[src/rtl/sdbr_pkg.sv]
`timescale 1ns / 1ps
// ----------------------------------------------------------------------------
// sdbr_pkg
// Shared types, codes and the CRC16-CCITT byte update for the SD data block
// receiver.
// ----------------------------------------------------------------------------
package sdbr_pkg;

    localparam int BlockLenW  = 13;
    localparam int HuntLimitW = 20;
    localparam int CfgIdxW    = 2;
    localparam int CfgDataW   = 20;

    localparam logic [7:0] TOKEN_BYTE = 8'hFE;

    localparam logic [BlockLenW-1:0]  BLOCK_LEN_RESET  = 13'd512;
    localparam logic [HuntLimitW-1:0] HUNT_LIMIT_RESET = 20'd100000;

    localparam logic [CfgIdxW-1:0] CFG_BLOCK_LEN  = 2'd0;
    localparam logic [CfgIdxW-1:0] CFG_HUNT_LIMIT = 2'd1;

    localparam logic [1:0] KIND_DATA     = 2'd0;
    localparam logic [1:0] KIND_OK       = 2'd1;
    localparam logic [1:0] KIND_CRC_ERR  = 2'd2;
    localparam logic [1:0] KIND_TIMEOUT  = 2'd3;

    typedef struct packed {
        logic [BlockLenW-1:0]  block_len;
        logic [HuntLimitW-1:0] hunt_limit;
    } sdbr_cfg_t;

    typedef struct packed {
        logic [1:0] kind;
        logic [7:0] payload;
        logic       last;
    } sdbr_result_t;

    function automatic logic [15:0] crc16_update(input logic [15:0] crc, input logic [7:0] b);
        logic [7:0]  s;
        logic [7:0]  t;
        logic [15:0] tw;
        s  = b ^ crc[15:8];
        t  = s ^ (s >> 4);
        tw = {8'd0, t};
        return (crc << 8) ^ tw ^ (tw << 5) ^ (tw << 12);
    endfunction

endpackage

[src/rtl/sdbr_ifs.sv]
`timescale 1ns / 1ps
// ----------------------------------------------------------------------------
// sdbr channel interfaces
// Valid/ready channels for received bytes, results and register writes.
// ----------------------------------------------------------------------------
interface sdbr_rx_if;
    logic       valid;
    logic       ready;
    logic [7:0] rx_byte;

    modport source (output valid, output rx_byte, input ready);
    modport sink   (input valid, input rx_byte, output ready);
endinterface

interface sdbr_res_if;
    logic       valid;
    logic       ready;
    logic [1:0] kind;
    logic [7:0] payload;
    logic       last;

    modport source (output valid, output kind, output payload, output last, input ready);
    modport sink   (input valid, input kind, input payload, input last, output ready);
endinterface

interface sdbr_cfg_if;
    logic        valid;
    logic        ready;
    logic [1:0]  index;
    logic [19:0] data;

    modport source (output valid, output index, output data, input ready);
    modport sink   (input valid, input index, input data, output ready);
endinterface

[src/rtl/sdbr_cfg_regs.sv]
`timescale 1ns / 1ps
// ----------------------------------------------------------------------------
// sdbr_cfg_regs
// Configuration registers: block length and token hunt limit.
// ----------------------------------------------------------------------------
module sdbr_cfg_regs (
    input  logic                           clk,
    input  logic                           rst_n,
    input  logic                           wr_en,
    input  logic [sdbr_pkg::CfgIdxW-1:0]   wr_index,
    input  logic [sdbr_pkg::CfgDataW-1:0]  wr_data,
    output sdbr_pkg::sdbr_cfg_t            cfg
);
    import sdbr_pkg::*;

    sdbr_cfg_t cfg_reg;
    sdbr_cfg_t cfg_next;

    always_comb
    begin
        cfg_next = cfg_reg;
        if (wr_en)
        begin
            unique case (wr_index)
                CFG_BLOCK_LEN:  cfg_next.block_len  = wr_data[BlockLenW-1:0];
                CFG_HUNT_LIMIT: cfg_next.hunt_limit = wr_data[HuntLimitW-1:0];
                default:        cfg_next = cfg_reg;
            endcase
        end
    end

    always_ff @(posedge clk or negedge rst_n)
    begin
        if (!rst_n)
        begin
            cfg_reg.block_len  <= BLOCK_LEN_RESET;
            cfg_reg.hunt_limit <= HUNT_LIMIT_RESET;
        end
        else
        begin
            cfg_reg <= cfg_next;
        end
    end

    assign cfg = cfg_reg;

endmodule

[src/rtl/sdbr_core.sv]
`timescale 1ns / 1ps
// ----------------------------------------------------------------------------
// sdbr_core
// Token hunt with timeout, data pass-through with CRC16 update, and CRC verdict.
// ----------------------------------------------------------------------------
module sdbr_core (
    input  logic                   clk,
    input  logic                   rst_n,
    input  logic                   in_fire,
    input  logic [7:0]             rx_byte,
    input  sdbr_pkg::sdbr_cfg_t    cfg,
    output logic                   res_valid,
    output sdbr_pkg::sdbr_result_t res
);
    import sdbr_pkg::*;

    localparam logic [1:0] PH_HUNT = 2'd0;
    localparam logic [1:0] PH_DATA = 2'd1;
    localparam logic [1:0] PH_CRCH = 2'd2;
    localparam logic [1:0] PH_CRCL = 2'd3;

    logic [1:0]            phase_reg,      phase_next;
    logic [HuntLimitW-1:0] hunt_count_reg, hunt_count_next;
    logic [BlockLenW-1:0]  byte_count_reg, byte_count_next;
    logic [15:0]           crc_reg,        crc_next;
    logic [7:0]            crc_high_reg,   crc_high_next;

    logic [HuntLimitW:0]   hunt_inc;
    logic [BlockLenW:0]    byte_inc;

    assign hunt_inc = {1'b0, hunt_count_reg} + {{HuntLimitW{1'b0}}, 1'b1};
    assign byte_inc = {1'b0, byte_count_reg} + {{BlockLenW{1'b0}}, 1'b1};

    always_comb
    begin
        phase_next      = phase_reg;
        hunt_count_next = hunt_count_reg;
        byte_count_next = byte_count_reg;
        crc_next        = crc_reg;
        crc_high_next   = crc_high_reg;
        res_valid       = 1'b0;
        res             = '0;
        if (in_fire)
        begin
            unique case (phase_reg)
                PH_HUNT:
                begin
                    if (rx_byte == TOKEN_BYTE)
                    begin
                        hunt_count_next = '0;
                        byte_count_next = '0;
                        crc_next        = '0;
                        phase_next      = PH_DATA;
                    end
                    else if (hunt_inc >= {1'b0, cfg.hunt_limit})
                    begin
                        hunt_count_next = '0;
                        res_valid       = 1'b1;
                        res.kind        = KIND_TIMEOUT;
                        res.last        = 1'b1;
                    end
                    else
                    begin
                        hunt_count_next = hunt_inc[HuntLimitW-1:0];
                    end
                end
                PH_DATA:
                begin
                    crc_next = crc16_update(crc_reg, rx_byte);
                    if (byte_inc >= {1'b0, cfg.block_len})
                    begin
                        byte_count_next = '0;
                        phase_next      = PH_CRCH;
                    end
                    else
                    begin
                        byte_count_next = byte_inc[BlockLenW-1:0];
                    end
                    res_valid   = 1'b1;
                    res.kind    = KIND_DATA;
                    res.payload = rx_byte;
                end
                PH_CRCH:
                begin
                    crc_high_next = rx_byte;
                    phase_next    = PH_CRCL;
                end
                PH_CRCL:
                begin
                    phase_next      = PH_HUNT;
                    hunt_count_next = '0;
                    res_valid       = 1'b1;
                    res.last        = 1'b1;
                    res.kind        = ({crc_high_reg, rx_byte} == crc_reg) ? KIND_OK
                                                                           : KIND_CRC_ERR;
                end
                default:
                begin
                    phase_next = PH_HUNT;
                end
            endcase
        end
    end

    always_ff @(posedge clk or negedge rst_n)
    begin
        if (!rst_n)
        begin
            phase_reg      <= PH_HUNT;
            hunt_count_reg <= '0;
            byte_count_reg <= '0;
            crc_reg        <= '0;
            crc_high_reg   <= '0;
        end
        else
        begin
            phase_reg      <= phase_next;
            hunt_count_reg <= hunt_count_next;
            byte_count_reg <= byte_count_next;
            crc_reg        <= crc_next;
            crc_high_reg   <= crc_high_next;
        end
    end

endmodule

[src/rtl/sdbr_out_queue.sv]
`timescale 1ns / 1ps
// ----------------------------------------------------------------------------
// sdbr_out_queue
// Two-entry result queue; decouples input acceptance from output stalls.
// ----------------------------------------------------------------------------
module sdbr_out_queue (
    input  logic                   clk,
    input  logic                   rst_n,
    input  logic                   wr_en,
    input  sdbr_pkg::sdbr_result_t wr_data,
    output logic                   has_room,
    output logic                   rd_valid,
    input  logic                   rd_ready,
    output sdbr_pkg::sdbr_result_t rd_data
);
    import sdbr_pkg::*;

    sdbr_result_t slot_reg [2];
    logic         wr_ptr_reg, wr_ptr_next;
    logic         rd_ptr_reg, rd_ptr_next;
    logic [1:0]   count_reg,  count_next;
    logic         rd_fire;

    assign has_room = (count_reg != 2'd2);
    assign rd_valid = (count_reg != 2'd0);
    assign rd_fire  = rd_valid && rd_ready;
    assign rd_data  = slot_reg[rd_ptr_reg];

    always_comb
    begin
        wr_ptr_next = wr_ptr_reg ^ wr_en;
        rd_ptr_next = rd_ptr_reg ^ rd_fire;
        count_next  = count_reg + {1'b0, wr_en} - {1'b0, rd_fire};
    end

    always_ff @(posedge clk)
    begin
        if (wr_en)
        begin
            slot_reg[wr_ptr_reg] <= wr_data;
        end
    end

    always_ff @(posedge clk or negedge rst_n)
    begin
        if (!rst_n)
        begin
            wr_ptr_reg <= 1'b0;
            rd_ptr_reg <= 1'b0;
            count_reg  <= 2'd0;
        end
        else
        begin
            wr_ptr_reg <= wr_ptr_next;
            rd_ptr_reg <= rd_ptr_next;
            count_reg  <= count_next;
        end
    end

endmodule

[src/rtl/sd_data_block_receiver_top.sv]
`timescale 1ns / 1ps
// ----------------------------------------------------------------------------
// sd_data_block_receiver_top
// SD SPI-mode data block receiver: start token hunt with timeout, data bytes
// passed through, CRC16-CCITT check of the trailing CRC.
//
//   channel  dir  payload                 transfer when
//   rx       in   rx_byte[7:0]            rx.valid && rx.ready
//   res      out  kind, payload, last     res.valid && res.ready
//   cfg      in   index[1:0], data[19:0]  cfg.valid && cfg.ready (always ready)
//
// One byte per cycle while rx.ready is high; each byte is handled in the cycle
// it is accepted and its result, if any, lands in a two-entry output queue.
// rx.ready drops only while both queue entries wait on res.ready.
// Reset: hunting, counters and CRC cleared, block_len 512, hunt_limit 100000.
// ----------------------------------------------------------------------------
module sd_data_block_receiver_top (
    input  logic       clk,
    input  logic       rst_n,
    sdbr_rx_if.sink    rx,
    sdbr_res_if.source res,
    sdbr_cfg_if.sink   cfg
);
    import sdbr_pkg::*;

    sdbr_cfg_t    cfg_q;
    sdbr_result_t core_res;
    sdbr_result_t q_data;
    logic         core_res_valid;
    logic         q_room;
    logic         in_fire;

    assign rx.ready  = q_room;
    assign in_fire   = rx.valid && q_room;
    assign cfg.ready = 1'b1;

    sdbr_cfg_regs u_cfg_regs (
        .clk      (clk),
        .rst_n    (rst_n),
        .wr_en    (cfg.valid),
        .wr_index (cfg.index),
        .wr_data  (cfg.data),
        .cfg      (cfg_q)
    );

    sdbr_core u_core (
        .clk       (clk),
        .rst_n     (rst_n),
        .in_fire   (in_fire),
        .rx_byte   (rx.rx_byte),
        .cfg       (cfg_q),
        .res_valid (core_res_valid),
        .res       (core_res)
    );

    sdbr_out_queue u_out_queue (
        .clk      (clk),
        .rst_n    (rst_n),
        .wr_en    (core_res_valid),
        .wr_data  (core_res),
        .has_room (q_room),
        .rd_valid (res.valid),
        .rd_ready (res.ready),
        .rd_data  (q_data)
    );

    assign res.kind    = q_data.kind;
    assign res.payload = q_data.payload;
    assign res.last    = q_data.last;

endmodule
[src/flat_wrapper.sv]
// flat-port wrapper written by rule: the top's interface ports become plain ports
module sd_data_block_receiver_top_flat import sdbr_pkg::*;
  (clk, rst_n, rx_valid, rx_rx_byte, rx_ready, res_valid, res_kind, res_payload, res_last, res_ready, cfg_valid, cfg_index, cfg_data, cfg_ready);
  sdbr_rx_if rx_i ();
  sdbr_res_if res_i ();
  sdbr_cfg_if cfg_i ();
  input  logic clk;
  input  logic rst_n;
  input wire logic [$bits(rx_i.valid)-1:0] rx_valid;
  input wire logic [$bits(rx_i.rx_byte)-1:0] rx_rx_byte;
  output wire logic [$bits(rx_i.ready)-1:0] rx_ready;
  output wire logic [$bits(res_i.valid)-1:0] res_valid;
  output wire logic [$bits(res_i.kind)-1:0] res_kind;
  output wire logic [$bits(res_i.payload)-1:0] res_payload;
  output wire logic [$bits(res_i.last)-1:0] res_last;
  input wire logic [$bits(res_i.ready)-1:0] res_ready;
  input wire logic [$bits(cfg_i.valid)-1:0] cfg_valid;
  input wire logic [$bits(cfg_i.index)-1:0] cfg_index;
  input wire logic [$bits(cfg_i.data)-1:0] cfg_data;
  output wire logic [$bits(cfg_i.ready)-1:0] cfg_ready;
  assign rx_i.valid = rx_valid;
  assign rx_i.rx_byte = rx_rx_byte;
  assign rx_ready = rx_i.ready;
  assign res_valid = res_i.valid;
  assign res_kind = res_i.kind;
  assign res_payload = res_i.payload;
  assign res_last = res_i.last;
  assign res_i.ready = res_ready;
  assign cfg_i.valid = cfg_valid;
  assign cfg_i.index = cfg_index;
  assign cfg_i.data = cfg_data;
  assign cfg_ready = cfg_i.ready;
  sd_data_block_receiver_top u_core (.clk(clk), .rst_n(rst_n), .rx(rx_i), .res(res_i), .cfg(cfg_i));
endmodule
[config.mk]
export PLATFORM = sky130hd
export DESIGN_NAME = sd_data_block_receiver_top_flat
export DESIGN_NICKNAME = d
export VERILOG_FILES = /design/src/rtl/sdbr_pkg.sv /design/src/rtl/sdbr_ifs.sv /design/src/rtl/sdbr_cfg_regs.sv /design/src/rtl/sdbr_core.sv /design/src/rtl/sdbr_out_queue.sv /design/src/rtl/sd_data_block_receiver_top.sv /design/src/flat_wrapper.sv
export SDC_FILE = /design/constraint.sdc
export NUM_CORES = 1
export LEC_CHECK = 0
export BUFFER_PORTS_ARGS = -buffer_cell sky130_fd_sc_hd__buf_2
export CAP_MARGIN = 30
export CORE_UTILIZATION = 63
export CTS_BUF_LIST = sky130_fd_sc_hd__clkbuf_4
export DETAILED_ROUTE_END_ITERATION = 16
export GPL_TIMING_DRIVEN = 0
export PLACE_DENSITY_LB_ADDON = 0.05
export REMOVE_ABC_BUFFERS = 1
export SLEW_MARGIN = 20
export SYNTH_ARGS = -nofsm -noshare
export SYNTH_HDL_FRONTEND = slang
export SYNTH_SLANG_ARGS = --single-unit
[constraint.sdc]
create_clock -name clk -period 4.6 [get_ports clk]
set_input_delay 0.69 -clock clk [delete_from_list [all_inputs] [get_ports clk]]
set_output_delay 0.69 -clock clk [all_outputs]
set_load 0.02 [all_outputs]
# == Yosys cells after proc, flatten, opt, wreduce, memory -nomap -nowiden ==
# Memory sizes are Yosys's and may differ from the RTL's.
# Index checks and enable logic that the tools add are counted.
# op_classes
addsub,4
order_cmp,2
n_eq_ne,9
mux,24
bitwise,7
reduce_logical,14
# ops
op,count
$mux 20,2
$pmux 20 s2,1
$pmux 16 s2,1
$mux 13,2
$pmux 13 s2,1
$add 20x1->21 const B,1
$ge 21x20->1,1
$eq 16x16->1,1
$mux 16,1
$xor 16x13->16,1
$xor 16x16->16,1
$xor 16x8->16,1
$add 13x1->14 const B,1
$ge 14x13->1,1
$mux 11,1
$mux 2,5
$eq 8x8->1 const B,1
$mux 8,1
$pmux 2 s4,1
$reduce_and 2->1,4
$xor 8x4->8,1
$xor 8x8->8,1
$ne 2x2->1 const B,3
$reduce_and 3->1,2
other kinds (12),24
# totals
ff_bits,96
ramBits,22
input_bits,35
out_inout_bits,14
wordCells,71
memories,1
# mem_list
name,depth,word_bits,rd,rd_ports_with_merged_regs,write_ports,line,rtl
u_core.u_out_queue.slot_reg,2,11,1,0,1,sdbr_out_queue.sv:18,sdbr_result_t slot_reg [2];

# == Depth between registers and ports, before layout ==
# Gate-level depths: netlist of run 1.
# depth
word_depth,8
ltp_mapped,20
depth_no_buf,18

# == Modules after synthesis ==
# Synthesis of run 1 repeated with hierarchy kept, for this count alone.
# unflattened
cells_unflattened,612
hier_area_um2,6735.2
# by_module_without_submodules
mod,instances,cells_per_inst,area_each_um2,seq_area_each_um2
sdbr_core,1,486,4413.0,1476.4
sdbr_cfg_regs,1,71,1266.2,834.6
sdbr_out_queue,1,52,1038.5,760.7
sd_data_block_receiver_top,1,3,17.5,0.0

# == Worst setup path before layout of run 1 ==
# OpenSTA, ideal clock, no wires.
# synth_path
path_type,register -> register
start,register u_core.u_core.hunt_count_reg[0]
end,register u_core.u_out_queue.count_reg[1]
setup_time_ps,123
arrival_time_ps,3956
t_required_ps,4477
path_slack_ps,522
path_stages_with_launch,20
path_buffers,1
synth_period_minus_slack_ps,4078
cell_sequence,dfrtp_1 > ha_1 > and4_1 > and2_1 > clkbuf_1 > nand3_1 > nor2_1 > xor2_1 > ha_1 > nand4_1 > nor4_1 > o2111a_1 > a21oi_1 > a21o_1 > a211o_1 > ha_1 > inv_1 > ha_1 > xnor2_1 > xnor2_1
# synth_between
elab_chain_len,8
# synth_lines
element,line,rtl
from (decl),sdbr_core.sv:23,"logic [HuntLimitW-1:0] hunt_count_reg, hunt_count_next;"
from (signal assigned),sdbr_core.sv:118,hunt_count_reg <= hunt_count_next;
$add 20x1->21,sdbr_core.sv:31,"assign hunt_inc = {1'b0, hunt_count_reg} + {{HuntLimitW{1'b0}}, 1'b1};"
$ge 21x20->1,sdbr_core.sv:55,"else if (hunt_inc >= {1'b0, cfg.hunt_limit})"
$mux 1,sdbr_core.sv:55,
$mux 1,sdbr_core.sv:48,if (rx_byte == TOKEN_BYTE)
$pmux 1 s2,sdbr_core.sv:45,unique case (phase_reg)
$mux 1,sdbr_core.sv:43,if (in_fire)
$add 2x1->2,sdbr_out_queue.sv:33,"count_next = count_reg + {1'b0, wr_en} - {1'b0, rd_fire};"
$sub 2x1->2,sdbr_out_queue.sv:33,
named net u_core.u_out_queue.count_next[1],sdbr_out_queue.sv:21,"logic [1:0] count_reg, count_next;"
to (signal assigned),sdbr_out_queue.sv:56,count_reg <= count_next;
to (decl),sdbr_out_queue.sv:21,
# The timed path passes the listed nets, and every way through them passes these cells.
# A chain may end at the register's enable or synchronous reset.

# == Worst setup path after layout of run 1 ==
# layout_path
start,register u_core.u_core.hunt_count_reg[8]
end,register u_core.u_out_queue.count_reg[1]
# Same word-level chain as after synthesis.

==> metrics.csv, run 1 <==
stage,metric,value,unit
final_layout,number of flip-flops in the largest register,33,
route,Initial DRT Pass Iterations,4,
setup_path,"Buf+Inv Stages, Crit Path",1,
setup_path,CP cell instances,"and3_2, nor4b_4, nand4_1, and2_1, or2_2, ha_1, nand3_2, nor4_4, o2111a_2, a21oi_1, a21o_1, a211o_1, ha_1, inv_1, ha_1, xnor2_1, xnor2_1",
final_layout,share of cells above drive strength 1,0.238,
yosys,ys flop type,dfrtp_1,
yosys,Synth warnings,0,
grt,GRT Overall Usage,0.271,
yosys,mapped cell area,6690,sq um
placement,dpl cells,786,
yosys,number of unique standard cell types used by synthesis,57,
yosys,post-synthesis cell count,623,
pwr,Peak supply drop,0.315,mV
setup_path,"critical path fanouts, max",6,
yosys,register area share after synthesis,0.459,
route,Post-route DRC,0,
route,via count,4818,
sta,Max Fclk,230,MHz
yosys,Post-synth top cells,"dfrtp_1, nand2_1, xnor2_1",
route,Post-DRT Antenna Nets,0,
yosys,synthesized flop and latch total,118,
placement,Port Buffer Count,47,
grt,largest net degree at the start of global routing,52,
route,Vias per Instance,5.88,
flow_run,Max-cap violations,0,
floorplan,Die H,105,um
grt,initial antenna violation count,0,
yosys,"count leader, synth",dfrtp_1,
cts,clock buffer count from CTS,17,
cts,"Reg clk slew, reported paths",0.09,ns
setup_path,arrival time worst endpoint,4.79,ns
setup_path,Crit path max-delay family,simple AND/OR/NAND/NOR gates,
cts,root buf cell,clkbuf_4,
status,status,"finished, final reports clean",
pwr,P_leak,3.36,nW
floorplan,Core ar.,10300,sq um
floorplan,Rows,37,
final_layout,final non-filler cell total,820,
sta,"Hold Vio Cnt, Final",0,
cts,worst-skew pair later-pin latency,0.54,ns
placement,gp weighted congestion,0.847,
cts,CTS Hold Bufs,0,
setup_path,"slowest stage delay, CP",0.42,ns
cts,TritonCTS clock tree,done,
grt,first-pass GRT wire length,23200,um
grt,grt ovf,0,
final_layout,diode count,0,
setup_path,Critical Path Most Common Cell,ha_1,
route,WL/cell,17.0,um
setup_path,crit path max-delay cell type,dfrtp_2,
floorplan,Die X,105,um
setup_path,CP Capture Type,flip-flop,
yosys,Post-synth EDFFs,22,
setup_path,critical path class,reg -> reg,
cts,clk buf depth,2,
sta,setup tns final,0,ns
sta,fin crit share,0.945,
final_layout,Final nets,751,
pwr,Power Density,507,nW/um^2
route,drt total wl,13900,um
sta,Slew headroom,0.371,
worst_hold_path,Worst Hold Class,in -> async,
grt,vias in the first global route,4886,
sta,unrepaired setup endpoints after global routing,false,
sta,Slew Limit Fails,0,
cts,H-tree Lvls,4,
yosys,post-synth top area share,0.333,
floorplan,die area,11000,sq um
yosys,Synth area leader,dfrtp_1,
sta,Worst-Margin Slew,0.943,ns
final_layout,Synth-to-Final Area Change,10.4,%
final_layout,final core utilization,0.715,
route,Initial DRC Count,187,
yosys,dominant cells by area after synthesis,"dfrtp_1, edfxtp_1, ha_1, mux2_2, xnor2_1",
sta,Setup Viol. Count Final,0,
sta,min Tclk post-route,4.35,ns
placement,dpl hpwl,9880,um
setup_path,CP required,5.05,ns
yosys,"Avg Cell Area, Syn",10.7,sq um
yosys,ys async rst share,0.814,
setup_path,CP startpoint kind,flip-flop,
cts,# clock sinks,118,
sta,Fin Clk Skew,0.0177,ns
floorplan,num ports,49,
floorplan,Starting Density,0.648,
[cell usage in the layout, fill, tap and decap left out, types with 8 or more instances in the layout]
cell      Yosys  final
dfrtp_1      89     84
nand2_1      51     51
xnor2_1      47     47
buf_2         5     46
mux2_2       42     42
ha_1         44     41
inv_1        40     40
o21ai_0      34     34
nand3_1      28     26
xor2_1       24     24
clkbuf_4      0     24
edfxtp_1     22     22
nor2_1       20     19
and2_1       18     17
a21oi_1      14     14
nand4_1      12     12
a31oi_1      11     11
and3_1       10      8
a22o_1        8      8
[per-layer routing]
metal  GRT usage  share of wire
met4      0.0905          0.015
met3      0.0655          0.037
met5           0              0
met1       0.356           0.46
met2       0.443           0.48
[through the flow]
stage | power (mW) | worst slack (ns) | instance area (sq um) | hold slack, ns
final | 3.74 | 0.252 | 7390 | 0.0698
after global routing | 3.99 | 0.0371 | 7390 | 0.0672
after CTS | 3.75 | 0.0245 | 7340 | 0.0573
after detailed placement | 3.02 | -0.512 | 7040 | 0.495
after global placement | 2.93 | -0.354 | 6980 | 0.475
after floorplan | 2.61 | 0.476 | 6570 | 0.394
[repair_timing]
item                       4_1_cts  5_1_grt
setup endpoints to repair       24       24
gates resized for setup          7       13
pin swaps                        0        3
setup buffers                    1        0
gates cloned                     0        1
[cell families after synthesis]
kind of cell / share of synthesized area
AND/OR/NAND/NOR: 0.138
flip-flops: 0.459
other: 0.000561
multiplexers: 0.0737
AO/OA/AOI/OAI: 0.113
XOR/XNOR: 0.0930
adder cells (fa/ha/maj): 0.0823
buffers and inverters: 0.0397
[area by class of cell]
| type | count | area [sq um] |
|---|---|---|
| clock buffer | 24 | 180 |
| clock inverter | 7 | 81.3 |
| fill | 740 | 2940 |
| inverter | 40 | 150 |
| multi-input combinational | 443 | 3420 |
| sequential | 118 | 3080 |
| tap | 136 | 170 |
| timing repair buffer | 52 | 310 |
[where the power goes]
part	switching, mW	total (mW)	internal, mW
clock network	0.365	0.720	0.355
logic	0.818	1.48	0.657
registers	0.212	1.55	1.34
total	1.40	3.74	2.35
[final timing paths]
path	end	from	slack, ns	cells past startpoint
worst max-delay path	u_core.u_out_queue.count_reg[1]	u_core.u_core.hunt_count_reg[8]	0.25	17
worst min-delay path	u_core.u_cfg_regs.cfg[18]	rst_n	0.07	1
worst max register to register	u_core.u_out_queue.count_reg[1]	u_core.u_core.hunt_count_reg[8]	0.25	17
worst min register to register	u_core.u_cfg_regs.cfg[4]	u_core.u_cfg_regs.cfg[4]	0.51	1
max in group asynchronous	u_core.u_cfg_regs.cfg[5]	rst_n	3.87	2
min in group clk	u_core.u_cfg_regs.cfg[25]	cfg_data[5]	0.37	3
(Power assumes the default switching activity.)
==> run 2, diff against run 1 <==
--- a/config.mk
+++ b/config.mk
@@ -7,10 +7,13 @@
 export LEC_CHECK = 0
 export BUFFER_PORTS_ARGS = -buffer_cell sky130_fd_sc_hd__buf_2
 export CAP_MARGIN = 30
-export CORE_UTILIZATION = 63
+export CELL_PAD_IN_SITES_DETAIL_PLACEMENT = 1
+export CELL_PAD_IN_SITES_GLOBAL_PLACEMENT = 1
+export CORE_UTILIZATION = 50
 export CTS_BUF_LIST = sky130_fd_sc_hd__clkbuf_4
 export DETAILED_ROUTE_END_ITERATION = 16
 export GPL_TIMING_DRIVEN = 0
+export HOLD_SLACK_MARGIN = 0.06
 export PLACE_DENSITY_LB_ADDON = 0.05
 export REMOVE_ABC_BUFFERS = 1
 export SLEW_MARGIN = 20
==> run 2 against run 1 <==
Count of clock-buffer cells in the layout decreased by 7. Final cell count increased by 5.0%. Utilization decreased by 13 points. Sequential power about the same. Register-to-register slack about the same. Sequential share of layout area decreased by 1.1 points.
==> metrics.csv, run 2 (synthesis results as in run 1) <==
stage,metric,value,unit
setup_path,RR Startpoint,u_core.u_core.hunt_count_reg[8],
final_layout,diode count,0,
final_layout,most frequent cells in the layout,"dfrtp_1, nand2_1, xnor2_1",
final_layout,final non-filler cell total,861,
floorplan,Starting Density,0.522,
cts,clock buffer count from CTS,17,
final_layout,Filler Cell Count,1420,
setup_path,CP required,5.09,ns
sta,Slew headroom,0.472,
pwr,overall power,4.04,mW
placement,dpl cells,824,
sta,Worst-Margin Slew,0.789,ns
placement,dpl hpwl,11500,um
floorplan,Die X,118,um
cts,clk buf depth,2,
floorplan,die area,13800,sq um
flow_run,Max-cap violations,0,
sta,Slew Limit Fails,0,
setup_path,"critical path fanouts, max",14,
setup_path,r2r setup slk,0.25,ns
route,Vias per Instance,5.63,
worst_hold_path,Hold Path Sink,u_core.u_cfg_regs.cfg[27],
pwr,Peak supply drop,0.293,mV
setup_path,CP startpoint kind,flip-flop,
placement,Port Buffer Count,47,
cts,# clock sinks,118,
grt,largest net degree at the start of global routing,58,
route,WL/cell,18.3,um
worst_hold_path,min-delay src,cfg_data[7],
worst_hold_path,Worst Hold Class,in -> reg,
cts,TritonCTS clock tree,done,
final_layout,number of flip-flops in the largest register,33,
grt,vias in the first global route,5338,
floorplan,Core ar.,12800,sq um
route,drt total wl,15700,um
setup_path,endpoint of the worst register-to-register path,u_core.u_out_queue.count_reg[1],
worst_hold_path,cell depth of the worst min-delay path,3,
pwr,Logic pwr share,0.375,
final_layout,share of cells above drive strength 1,0.235,
grt,first-pass GRT wire length,26600,um
setup_path,CP Capture Type,flip-flop,
cts,worst-skew pair later-pin latency,0.56,ns
pwr,Cell Int Power,2.54,mW
sta,Setup Viol. Count Final,0,
grt,initial antenna violation count,0,
grt,GRT Overall Usage,0.246,
cts,root buf cell,clkbuf_4,
sta,min Tclk post-route,4.35,ns
final_layout,"commonest non-fill, non-tap cell in the layout",dfrtp_1,
sta,Max Fclk,230,MHz
setup_path,critical path class,reg -> reg,
grt,grt ovf,0,
placement,"Cell Area, Placed",7110,sq um
pwr,Switching Fraction,0.371,
floorplan,num ports,49,
final_layout,Finished Cell Area,7570,sq um
sta,"Hold Vio Cnt, Final",0,
sta,fin crit share,0.946,
route,Post-route DRC,0,
route,Initial DRT Pass Iterations,4,
cts,"Reg clk slew, reported paths",0.12,ns
sta,Fin Clk Skew,0.0141,ns
final_layout,final core utilization,0.590,
sta,unrepaired setup endpoints after global routing,false,
sta,setup tns final,0,ns
floorplan,Rows,41,
final_layout,Final nets,755,
placement,gp weighted congestion,0.807,
cts,H-tree Lvls,4,
route,via count,4851,
pwr,P_leak,3.42,nW
route,Initial DRC Count,188,
status,status,"finished, final reports clean",
pwr,sw power,1.50,mW
pwr,Power Density,534,nW/um^2
final_layout,Synth-to-Final Area Change,13.2,%
route,Post-DRT Antenna Nets,0,
setup_path,Reg2Reg Depth,17,
floorplan,Die H,118,um
pwr,Clk network pwr share,0.241,
setup_path,arrival time worst endpoint,4.84,ns
pwr,Reg power frac,0.384,
## run 2: changes by cell type in the layout (fill, tap and decap cells not counted), moves of 3 or more
cell	before	now
clkbuf_4	24	17
bufinv_16	2	6
clkinvlp_4	0	4
dfrtp_1	84	88
dfrtp_2	5	1
clkinv_1	3	0
## run 2: worst max-delay path by stage
stage | end | cells after the start | startpoint
2_1_floorplan | u_core.u_out_queue.count_reg[1] | 17 | u_core.u_core.hunt_count_reg[2]
3_3_place_gp | u_core.u_out_queue.slot_reg[0][5] | 14 | u_core.u_core.hunt_count_reg[0]
3_5_place_dp | u_core.u_out_queue.slot_reg[0][5] | 14 | u_core.u_core.hunt_count_reg[0]
4_1_cts | u_core.u_out_queue.count_reg[1] | 18 | u_core.u_core.hunt_count_reg[0]
5_1_grt | u_core.u_out_queue.count_reg[1] | 17 | u_core.u_core.hunt_count_reg[8]
6_report | u_core.u_out_queue.count_reg[1] | 17 | u_core.u_core.hunt_count_reg[8]
## run 2: stage by stage
step | setup slack, ns | hold slack, ns
2_1_floorplan | 0.476 | 0.394
3_3_place_gp | -0.513 | 0.479
3_5_place_dp | -0.609 | 0.498
4_1_cts | 0.0272 | 0.312
5_1_grt | 0.0272 | 0.327
6_report | 0.248 | 0.338
## run 2: layer usage
layer | vias up | GRT usage | routed length (um)
met5 | - | 0 | 0
met4 | 0 | 0.0905 | 286
met3 | 21 | 0.0499 | 451
met2 | 76 | 0.418 | 7970
met1 | 2436 | 0.307 | 7020
li1 | 2318 | - | -
## run 2: critical path, cell delays in order (launching register included)
cell and delay [ns]:
dfrtp_1 0.46, and3_2 0.30, nor4b_4 0.26, nand4_1 0.15, and2_1 0.19, or2_2 0.29, ha_1 0.29, nand3_1 0.19
nor4_4 0.37, a22oi_1 0.16, o211a_4 0.24, a21o_1 0.25, a211o_1 0.31, ha_1 0.29, inv_1 0.04, ha_1 0.17
xnor2_1 0.17, xnor2_1 0.15
## run 2: final cells by class
type                    count  area (sq um)  area share
clock buffers              17           128      0.0169
clock inverters            15           250      0.0331
inverters                  40           150      0.0198
multi-input cells         443          3400       0.450
flip-flops and latches    118          3070       0.406
well taps                 172           215      0.0284
repair buffers             56           350      0.0463
## run 2: power by group through the flow
| stage | Sequential, mW | Combinational (mW) | Clock (mW) |
|---|---|---|---|
| 5_1_grt | 1.59 | 1.68 | 1.03 |
| 3_5_place_dp | 1.57 | 1.51 | 0 |
| 6_report | 1.55 | 1.52 | 0.975 |
| 2_1_floorplan | 1.51 | 1.10 | 0 |
| 4_1_cts | 1.56 | 1.54 | 0.995 |
| 3_3_place_gp | 1.55 | 1.40 | 0 |
## run 2: what timing repair did
| item | 4_1_cts | 5_1_grt |
|---|---|---|
| buffers inserted | 1 | 1 |
| pin swaps | 0 | 4 |
| hold endpoints to repair | 34 | 0 |
| gates cloned | 0 | 1 |
| setup endpoints to repair | 25 | 24 |
| resized for setup | 9 | 4 |
| hold buffers | 1 | 0 |
==> run 3, diff against run 2 <==
--- a/config.mk
+++ b/config.mk
@@ -15,7 +15,6 @@
 export GPL_TIMING_DRIVEN = 0
 export HOLD_SLACK_MARGIN = 0.06
 export PLACE_DENSITY_LB_ADDON = 0.05
-export REMOVE_ABC_BUFFERS = 1
 export SLEW_MARGIN = 20
 export SYNTH_ARGS = -nofsm -noshare
 export SYNTH_HDL_FRONTEND = slang
==> run 3 against run 2 <==
Final cell count increased by 1.7%. Total power decreased by 5.4%. Critical endpoint unchanged. Clock skew increased by 0.0024 ns. First-iteration DRC count increased by 36%. Utilization decreased by 0.56 points. Die area unchanged. Largest power group is now combinational logic. Sequential share of layout area increased by 0.47 points. Non-clock buffer count increased by 16. Cell area decreased by 0.94%.
==> metrics.csv, run 3 (synthesis results as in run 1) <==
stage,metric,value,unit
floorplan,die area,13800,sq um
sta,fin crit share,0.961,
pwr,Peak supply drop,0.263,mV
grt,grt ovf,0,
sta,Setup Viol. Count Final,0,
final_layout,Synth-to-Final Area Change,12.1,%
route,Initial DRT Pass Iterations,4,
worst_hold_path,Worst Hold Class,in -> reg,
sta,"Hold Vio Cnt, Final",0,
setup_path,Reg2Reg Depth,18,
final_layout,share of cells above drive strength 1,0.236,
setup_path,Critical Path Most Common Cell,ha_1,
final_layout,number of flip-flops in the largest register,33,
placement,"Cell Area, Placed",7170,sq um
final_layout,Finished Cell Area,7500,sq um
sta,min Tclk post-route,4.42,ns
final_layout,most frequent cells in the layout,"dfrtp_1, nand2_1, buf_2",
setup_path,critical path class,reg -> reg,
pwr,sw power,1.48,mW
cts,"Reg clk slew, reported paths",0.10,ns
setup_path,"critical path fanouts, max",10,
setup_path,"slowest stage delay, CP",0.45,ns
sta,Max Fclk,226,MHz
cts,clock buffer count from CTS,17,
cts,root buf cell,clkbuf_4,
status,status,"finished, final reports clean",
floorplan,Rows,41,
final_layout,diode count,0,
floorplan,num ports,49,
final_layout,final core utilization,0.585,
setup_path,arrival time worst endpoint,4.89,ns
sta,Slew Limit Fails,0,
grt,GRT Overall Usage,0.256,
sta,Slew headroom,0.465,
route,Post-route DRC,0,
grt,initial antenna violation count,0,
setup_path,Levels on crit path,18,
floorplan,Die X,118,um
setup_path,"Buf+Inv Stages, Crit Path",2,
placement,dpl hpwl,12300,um
grt,first-pass GRT wire length,27600,um
final_layout,Final nets,770,
pwr,Switching Fraction,0.386,
placement,gp weighted congestion,0.804,
route,Vias per Instance,5.59,
sta,Worst-Margin Slew,0.800,ns
grt,busiest grt layer,met2,
grt,largest net degree at the start of global routing,62,
yosys,syn nets,702,
placement,dpl cells,843,
cts,clk buf depth,2,
placement,Port Buffer Count,47,
grt,met1 Track Usage GR,0.319,
route,via count,4897,
grt,met3 Usage GRT,0.0436,
cts,H-tree Lvls,4,
flow_run,Max-cap violations,0,
pwr,Clk network pwr share,0.189,
floorplan,Core ar.,12800,sq um
floorplan,Die H,118,um
worst_hold_path,cell depth of the worst min-delay path,2,
pwr,P_leak,3.38,nW
grt,vias in the first global route,5368,
cts,TritonCTS clock tree,done,
cts,# clock sinks,118,
setup_path,CP cell instances,"and3_1, and4_1, nand4_1, and2_1, or2_2, ha_1, nand3_1, nor4_4, a22oi_1, o211a_1, buf_2, a21o_1, a211o_1, ha_1, inv_1, ha_1, xnor2_1, xnor2_1",
pwr,Cell Int Power,2.35,mW
pwr,Logic pwr share,0.408,
setup_path,CP startpoint kind,flip-flop,
final_layout,final non-filler cell total,876,
setup_path,CP required,5.07,ns
floorplan,Starting Density,0.522,
cts,worst-skew pair later-pin latency,0.56,ns
setup_path,crit path max-delay cell type,dfrtp_1,
final_layout,"commonest non-fill, non-tap cell in the layout",dfrtp_1,
grt,M2 GR Usage,0.450,
route,Post-DRT Antenna Nets,0,
route,WL/cell,18.9,um
setup_path,Crit path max-delay family,simple AND/OR/NAND/NOR gates,
route,drt total wl,16600,um
route,Initial DRC Count,255,
pwr,Reg power frac,0.403,
sta,Fin Clk Skew,0.0165,ns
setup_path,CP Capture Type,flip-flop,
pwr,Power Density,510,nW/um^2
run 3: cell types whose count changed in the layout (fill, tap and decap cells not counted), sizes merged:
cell,change
o211a,-1
inv,-2
clkinv,+7
clkinvlp,-3
buf,+5
bufinv,-4
clkbuf,+13
run 3: power groups by stage:
stage / Sequential (mW) / Combinational, mW / Clock (mW)
2_1_floorplan: 1.50 / 1.15 / 0
3_3_place_gp: 1.55 / 1.46 / 0
3_5_place_dp: 1.57 / 1.54 / 0
4_1_cts: 1.55 / 1.57 / 0.744
5_1_grt: 1.58 / 1.74 / 0.775
6_report: 1.54 / 1.56 / 0.721
run 3: routing by layer:
metal,routed length (um),share of wire
met3,352,0.021
met1,7330,0.44
met5,0,0
met2,8610,0.52
met4,288,0.017
run 3: stage by stage:
step | power (mW) | setup WS (ns) | hold slack [ns] | TNS (ns)
after floorplan | 2.65 | 0.522 | 0.394 | 0
after global placement | 3.01 | -0.259 | 0.478 | -5.87
after detailed placement | 3.11 | -0.448 | 0.494 | -10.26
after CTS | 3.86 | 0.00373 | 0.339 | 0
after global routing | 4.09 | -0.00321 | 0.351 | -0.00321
final | 3.82 | 0.178 | 0.368 | 0
run 3: final timing paths:
check / endpoint / from / slack (ns)
worst max-delay path: u_core.u_out_queue.count_reg[1] / u_core.u_core.hunt_count_reg[11] / 0.18
worst min-delay path: u_core.u_cfg_regs.cfg[19] / cfg_data[19] / 0.37
worst max register to register: u_core.u_out_queue.count_reg[1] / u_core.u_core.hunt_count_reg[11] / 0.18
worst min register to register: u_core.u_out_queue.count_reg[1] / u_core.u_out_queue.count_reg[1] / 0.51
max in group asynchronous: u_core.u_core.hunt_count_reg[3] / rst_n / 3.34
min in group asynchronous: u_core.u_cfg_regs.cfg[12] / rst_n / 0.60
run 3: what timing repair did:
action,CTS,global route
pin swaps,1,1
buffers inserted,1,1
endpoints found under the hold margin,29,0
setup endpoints to repair,24,24
gates resized for setup,6,13
gates cloned,0,0
hold buffers,1,0
run 3: final cells by class:
type	count	area, sq um
Tap cell	172	215
Multi-Input combinational cell	442	3390
Clock inverter	13	115
Buffer	20	104
Clock buffer	19	143
Inverter	40	150
Fill cell	1456	5330
Timing Repair Buffer	52	302
Sequential cell	118	3080
